`config.mk`:
```
export PLATFORM = sky130hd
export DESIGN_NAME = att_ctrl
export DESIGN_NICKNAME = d
export VERILOG_FILES = /design/src/hw/rtl/att_pkg.sv /design/src/hw/rtl/att_ctrl.sv
export SDC_FILE = /design/constraint.sdc
export NUM_CORES = 1
export LEC_CHECK = 0
export BUFFER_PORTS_ARGS = -buffer_cell sky130_fd_sc_hd__buf_2
export CORE_AREA = 10 10 47 49
export DETAILED_ROUTE_END_ITERATION = 8
export DIE_AREA = 0 0 57 59
export GPL_TIMING_DRIVEN = 1
export PLACE_DENSITY = 0.46
export SETUP_SLACK_MARGIN = 0.4
export SYNTH_ARGS = -nofsm -noshare
export SYNTH_HDL_FRONTEND = slang
export SYNTH_SLANG_ARGS = --single-unit
```
`constraint.sdc`:
```
create_clock -name clk -period 3.65 [get_ports clk]
set_clock_uncertainty 0.05 [all_clocks]
set_input_delay 0.5475 -clock clk [delete_from_list [all_inputs] [get_ports clk]]
set_output_delay 0.5475 -clock clk [all_outputs]
set_load 0.02 [all_outputs]
```
`src/hw/rtl/att_pkg.sv`:
```
package att_pkg;

  // Table geometry
  localparam int SLOTS     = 128;
  localparam int SLOT_BITS = (SLOTS > 1) ? $clog2(SLOTS) : 1;
  localparam int LIVE_BITS = $clog2(SLOTS + 1);
  localparam int ADDR_BITS = 32;
  // Stored address bits: the input field is 32 bits wide
  localparam int KEY_BITS  = (ADDR_BITS < 32) ? ADDR_BITS : 32;

  // Configuration port
  localparam int CFG_ADDR_BITS      = 3;
  localparam int CFG_DATA_BITS      = 32;
  localparam logic REG_MONITOR_ENABLE = 1'b0;

  // Item commands
  localparam logic CMD_ALLOC = 1'b0;
  localparam logic CMD_FREE  = 1'b1;

  // Result status codes
  localparam logic [2:0] RES_RECORDED   = 3'd0;
  localparam logic [2:0] RES_TABLE_FULL = 3'd1;
  localparam logic [2:0] RES_FAILED     = 3'd2;
  localparam logic [2:0] RES_FREED      = 3'd3;
  localparam logic [2:0] RES_UNTRACKED  = 3'd4;
  localparam logic [2:0] RES_SKIPPED    = 3'd5;

  typedef struct packed {
    logic        cmd;
    logic [31:0] addr;
    logic [31:0] size_bytes;
  } att_in_t;

  typedef struct packed {
    logic [2:0]  status;
    logic [6:0]  slot_index;
    logic [31:0] freed_size;
    logic [7:0]  live_count;
    logic [31:0] bytes_in_use;
    logic [31:0] peak_bytes;
    logic [31:0] alloc_count;
    logic [31:0] free_count;
    logic [31:0] fail_count;
  } att_out_t;

  // One table entry in the slot memory
  typedef struct packed {
    logic [31:0]         size;
    logic [KEY_BITS-1:0] key;
  } att_entry_t;

  // Controller to datapath
  typedef struct packed {
    logic load;
    logic scan;
    logic commit;
  } att_cmd_t;

  // Datapath to controller
  typedef struct packed {
    logic quick;
    logic hit;
    logic scan_end;
    logic out_free;
  } att_stat_t;

endpackage

```
`src/hw/rtl/att_ctrl.sv`:
```
module att_ctrl (
  input  logic               clk,
  input  logic               rst,
  input  logic               in_valid,
  output logic               in_stall,
  input  att_pkg::att_stat_t stat,
  output att_pkg::att_cmd_t  cmd
);

  localparam logic [1:0] ST_IDLE = 2'd0;
  localparam logic [1:0] ST_PREP = 2'd1;
  localparam logic [1:0] ST_SCAN = 2'd2;
  localparam logic [1:0] ST_DONE = 2'd3;

  logic [1:0] state;
  logic [1:0] state_next;

  assign in_stall = (state != ST_IDLE);

  // Sequencing: take item, classify, scan slots unless the item is quick, commit into output register
  always_comb begin
    state_next = state;
    cmd        = '0;
    case (state)
      ST_IDLE: begin
        if (in_valid) begin
          cmd.load   = 1'b1;
          state_next = ST_PREP;
        end
      end
      ST_PREP: begin
        state_next = stat.quick ? ST_DONE : ST_SCAN;
      end
      ST_SCAN: begin
        cmd.scan = 1'b1;
        if (stat.hit || stat.scan_end) begin
          state_next = ST_DONE;
        end
      end
      ST_DONE: begin
        if (stat.out_free) begin
          cmd.commit = 1'b1;
          state_next = ST_IDLE;
        end
      end
      default: begin
        state_next = ST_IDLE;
      end
    endcase
  end

  always_ff @(posedge clk) begin
    if (rst) begin
      state <= ST_IDLE;
    end else begin
      state <= state_next;
    end
  end

endmodule

```
* Word-level counts from Yosys, hierarchy flattened
Cells that the tools add are included.
** Word-level totals
- Latch bits :: 0
- Bits in registers :: 2
- Output and inout port bits :: 4
- Memory bits (read-only) :: 0
- Input port bits :: 7
- Memories kept :: 0
- Bits in writable memories :: 0
- Logic and storage cells :: 21
** Cells by class
- Add/subtract/negate cells :: 0
- Reduce and logical (&&, ||, !) cells :: 4
- Order comparisons :: 0
- Equal/unequal tests :: 6
- Divide/modulo/power cells :: 0
- Multiplexer cells :: 10
- Bitwise gates (word level) :: 0
- Shifts and indexed selects :: 0
- Multiply operators :: 0
** Operators with widths (number)
- $pmux W2 S4 :: 1
- $mux W1 :: 6
- $mux W2 :: 3
- $ne A2 B2 Y1 const B :: 3
- $eq A2 B2 Y1 const B :: 2
- $reduce_and A3 Y1 :: 1
- $eq A2 B1 Y1 const B :: 1
- $logic_not A2 Y1 :: 1
- $reduce_bool A2 Y1 :: 1
- $logic_or A1 B1 Y1 :: 1

* Longest topological paths before layout
Gate-level depths: netlist (run 1).
- Word-level depth :: 3
- Depth in mapped cells :: 5
- Gate-level depth less buffers :: 5

* Worst setup path before layout (run 1)
No wires, ideal clock.
- Kind :: reg-to-reg
- Start :: register state[0]
- End :: register state[0]
- Cell stages (with the launch flop) :: 6
- Data required time :: 3.469 ns
- Setup slack :: 2.149 ns
- Clock period less this slack :: 1.501 ns
- Setup time :: 0.131 ns
- Buffers on the path :: 0
- Arrival :: 1.320 ns
- Path through :: dfxtp_1 -> inv_1 -> ha_1 -> or3b_1 -> a31oi_1 -> a311oi_1
** On the way
- Longest elaborated chain between the ends :: 3
- Elaborated cells between the ends (all ways) :: 9
- Classes of those cells :: eq/ne (6); mux (1); reduce/logical (2)
** RTL lines
- start: declaration :: line att_ctrl.sv:15 : logic [1:0] state;
- start signal: assignment :: line att_ctrl.sv:56 : state <= state_next;
- $eq A2 B2 Y1 or $logic_not A2 Y1 (tied branches) :: line att_ctrl.sv:24 : case (state)
- $ne A2 B2 Y1 (no source line)
- $reduce_and A3 Y1 (no source line)
Several ways; a longest one is shown, not always the timed one.
A chain may end at the register's enable or synchronous reset.

==> results of run 1 <==
## kinds of logic (layout without fill, tap and decap cells)
kind of cell | after synthesis | count (layout)
buf+inv | 3 | 16
compound gates | 5 | 5
flops | 2 | 2
fa+ha+maj | 5 | 5
simple gates | 11 | 11
## metal layers
layer | up-vias | share of wire (%)
met1 | 83 | 39
li1 | 118 | -
met2 | 7 | 49
met3 | 2 | 7.9
met5 | - | 0
met4 | 0 | 3.7
## area by class of cell
class                   instances  share of cell area [%]
flip-flops and latches          2                    13.0
clock buffers                   3                    7.29
inverters                       3                    3.64
well taps                      16                    6.48
multi-input cells              21                    53.4
repair buffers                 10                    16.2
## worst paths after layout
| path | slack (ns) | depth (start not counted) | start | end |
|---|---|---|---|---|
| setup / recovery | 1.77 | 4 | state[0] | cmd[2] |
| hold / removal | 0.44 | 2 | rst | state[1] |
| setup reg to reg | 2.19 | 5 | state[0] | state[0] |
| hold reg to reg | 0.49 | 2 | state[1] | state[1] |
## cell usage in the layout, fill, tap and decap left out, drive strengths merged
| master | n |
|---|---|
| a311oi | 1 |
| nor3 | 1 |
| and2 | 2 |
| a21oi | 2 |
| inv | 3 |
| ha | 5 |
| nor3b | 1 |
| nand4 | 1 |
| nand3 | 1 |
| nor2b | 2 |
| buf | 10 |
| a31oi | 1 |
| clkbuf | 3 |
| o31ai | 1 |
| nand2b | 2 |
| dfxtp | 2 |
| or3b | 1 |
## power breakdown
| group | internal, W | total, W | leakage [nW] | switching, W |
|---|---|---|---|---|
| combinational | 0.0000567 | 0.000134 | 0.122 | 0.0000772 |
| sequential | 0.0000331 | 0.0000480 | 0.0166 | 0.0000150 |
| clock | 0.0000364 | 0.0000510 | 0.0138 | 0.0000146 |
| total | 0.000126 | 0.000233 | 0.153 | 0.000107 |
## critical path, cell delays in order, from the launching register on
cell     delay [ns]
dfxtp_1        0.40
inv_1          0.12
ha_1           0.25
and2_1         0.14
buf_2          0.15
## metrics by stage
| step | power [W] | area, um2 |
|---|---|---|
| after floorplan | 0.000147 | 216 |
| after global placement | 0.000187 | 287 |
| after detailed placement | 0.000184 | 287 |
| after CTS | 0.000239 | 309 |
| after global routing | 0.000257 | 309 |
| final | 0.000233 | 309 |
==> metrics.txt, run 1 <==
outcome completed; PD cells 754 mW/mm2; global route total overflow 0; CTS resizes 0; # port buffers 10; flops & latches, synth 2; Final setup violation count 0; number of synthesized flops with an enable pin 0; filler instances 164; die width between 50 and 60 um; CTS H-tree depth 1; Hold WS 0.445 ns; Yosys top cell by area ha_1; ANT nets after route 0; sequential-to-total area share from yosys stat 18.5%; CP endpoint kind output pin; via count 210; unique cell type count in the Yosys netlist 15; post-synthesis compound-gate area fraction between 10% and 20%; Synth warnings 0; Worst Path Required approximately 3 ns; largest registers state (2); Primary FF master, synth dfxtp_1; Initial Util 15.4%; non-filler instance count after layout 55; Post-Synth XOR/XNOR Area 0%; RSZ-0062 raised after global routing false; layout cell share with drive strength beyond 1 around a third; most used routing layer met4; share of the clock period used by the worst path 51.5%; Setup Slack @ Placement 2.01 ns; num rows 14; Setup Crit Path Kind reg -> out; GR Util met2 5.27%; initial antenna violation count 0; DRT iter0 DRCs 3; post-synthesis adder-cell area fraction 28.9%; Post-synth top cells 5 x ha_1, 3 x inv_1; # nets final between 50 and 60; ys async rst share 0%; Slew HR just over 80%; final hold violation count 0; routing usage on met3 ~2.1%; total setup buffers inserted after CTS 0; chip height 59 um; met1 GRT Util 3.19%; largest net degree at the start of global routing 6; slew of the pin with the lowest slew margin 0.272 ns; Worst EP arrival 1.28 ns; Max rail drop VDD around 190 uV; Finished Core Util 22.1%; deepest clock path buffer count 2; Post-Syn Instances 26; Avg Synthesized Cell Area 8.33 um2; Synth Cell Area 216 um2; count leader, synth ha_1; clock slew seen by the registers of the worst setup and hold paths 0.03 ns; leakage power 0.153 nW; top cells by area, synth ha_1 29%, dfxtp_1 18%, and2_1 5.8%, nand2b_1 5.8%, nor2b_1 5.8%; GRT Total Usage 3.84%; gp weighted congestion 0.630; drt drc 0; Max Cap Violations 0; cts hold-fix bufs 0; core area approximately 0.0014 mm2; CTS Sinks 2; Worst-Skew Late Latency 0.23 ns; Cells after DPL 52; Crit Path Max Fanout 5; largest family of logic cells by synthesized area simple AND/OR/NAND/NOR gates; Yosys top cell area share between 20% and 30%; number of diodes 0; DR vias/cell 3.82; mux cell area share after synthesis 0%; FF+latch area 40.0 um2; Routed wire per std cell 9.95 um; CTS Root Cell clkbuf_4; post-layout minimum cycle time approximately 1.9 ns; CTS Buf Count 3; drt first pass iters 3; max frequency between 0.5 and 0.6 GHz; vias in the first global route 238; dpl hpwl 455 um; register with the most flip-flops state; Simple-Gate Fraction of Synth Area 32.4%; die area 0.00336 mm2; first-pass GRT wire length 917 um; Setup TNS 0 ns; startpoint types flip-flop; Slew Limit Fails 0; TritonCTS clock tree yes; Multi-input gate area ~170 um2; Synth Net Count 38; I/O pins 11; max FFs per register 2; Post-Route WL around 550 um; Area Growth Syn to Fin 42.8%; hold crit path type in -> reg; slack of the critical path between 1.5 and 2 ns
Note: power is estimated with default switching activity, not from simulation.
==> run 2, diff against run 1 <==
- clock period: 3.65 -> 1.9 ns (I/O delays scaled with it)
==> metrics.txt, run 2 (same netlist as run 1, synthesis figures left out) <==
gp weighted congestion 0.698; commonest non-fill, non-tap cell in the layout buf_2; leakage power 0.155 nW; CP endpoint kind flip-flop; die area between 0.003 and 0.004 mm2; Max Cap Violations 0; startpoint types flip-flop; ANT nets after route 0; Slew HR 76.4%; initial antenna violation count 0; GRT Total Usage between 3 and 4%; RSZ-0062 raised after global routing true; Final setup violation count 0; Setup Crit Path Kind reg -> reg; Hold WS 0.176 ns; max frequency 0.690 GHz; CTS Buf Count 3; hold path depth 2; PD cells ~1500 mW/mm2; first-pass GRT wire length 1020 um; final hold violation count 0; clock slew seen by the registers of the worst setup and hold paths 0.03 ns; drt drc 0; global route total overflow 0; largest registers state (2); outcome completed; die width 57 um; slew of the pin with the lowest slew margin 0.353 ns; layout cell share with drive strength beyond 1 51.3%; via count around 230; Initial Util between 10% and 20%; CTS Root Cell clkbuf_4; register with the most flip-flops state; # port buffers 10; Reg-to-Reg End state[0]; post-layout minimum cycle time ~1.4 ns; Crit Path Max Fanout 5; Max rail drop VDD 370 uV; total setup buffers inserted after CTS 0; Setup TNS 0 ns; # nets final 53; vias in the first global route 234; core area between 0.001 and 0.0015 mm2; max FFs per register 2; WHS Endpoint state[1]; Area Growth Syn to Fin 53.2%; Finished Core Util between 20% and 30%; largest net degree at the start of global routing 6; most frequent cells in the layout 10 x buf_2, 3 x ha_1, 3 x clkbuf_4; I/O pins 11; CTS Sinks 2; beginning of the worst hold path rst; hold crit path type in -> reg; TritonCTS clock tree yes; DR vias/cell 4.15; Routed wire per std cell 11.2 um; Reg-to-Reg Start state[0]; Worst EP arrival 1.49 ns; deepest clock path buffer count 2; slack of the critical path 0.450 ns; drt first pass iters 2; Worst-Skew Late Latency between 0.2 and 0.25 ns; number of diodes 0; share of the clock period used by the worst path approximately 76%; reg2reg path depth 5; chip height between 50 and 60 um; filler instances 167; num rows 14; Reg2Reg Setup Slack 0.45 ns; CTS H-tree depth 1; DRT iter0 DRCs 1; Setup Slack @ Placement 0.413 ns; Slew Limit Fails 0; dpl hpwl 485 um; Post-Route WL 618 um; Worst Path Required 1.94 ns
[run 2: through the flow]
step / power (W) / area, um2 / cells
final: 0.000510 / 332 / 55
after floorplan: 0.000285 / 219 / 26
after CTS: 0.000482 / 319 / 55
after detailed placement: 0.000360 / 289 / 52
after global routing: 0.000570 / 332 / 55
after global placement: 0.000360 / 289 / 52
[run 2: how the worst max path moves through the flow]
stage	startpoint	to
3_5_place_dp	state[0]	state[0]
5_1_grt	state[0]	state[0]
6_report	state[0]	state[0]
2_1_floorplan	state[0]	state[0]
4_1_cts	state[1]	cmd[2]
3_3_place_gp	state[0]	state[0]
[run 2: report_power, final]
group          switching (W)  internal [W]
Clock              0.0000266     0.0000700
Combinational       0.000168      0.000139
Sequential         0.0000339     0.0000720
Total               0.000229      0.000281
[run 2: critical path, cell delays in order, from the launching register on]
cell,delay [ns]
dfxtp_4,0.35
inv_2,0.11
ha_2,0.19
or3b_4,0.38
a31oi_1,0.18
a311oi_1,0.06
[run 2: routing by layer]
layer | up-vias | part of all wire, % | global-route usage [%]
met2 | 8 | 49 | 5.43
met1 | 102 | 42 | 4.26
met3 | 0 | 8.4 | 1.50
met5 | - | 0 | 0
met4 | 0 | 0 | 4.03
li1 | 118 | - | -
[run 2: area by class of cell]
cell class	instances	area (um2)	area share, %
Clock buffer	3	22.5	6.79
Sequential cell	2	45.0	13.6
Multi-Input combinational cell	21	183	55.1
Timing Repair Buffer	10	50.0	15.1
Tap cell	16	20.0	6.04
Inverter	3	11.3	3.40
[run 2: what timing repair did]
item | 4_1_cts | 5_1_grt
endpoints found under the setup margin | 2 | 2
pin swaps | 0 | 0
hold buffers | 0 | 0
resized for setup | 5 | 3
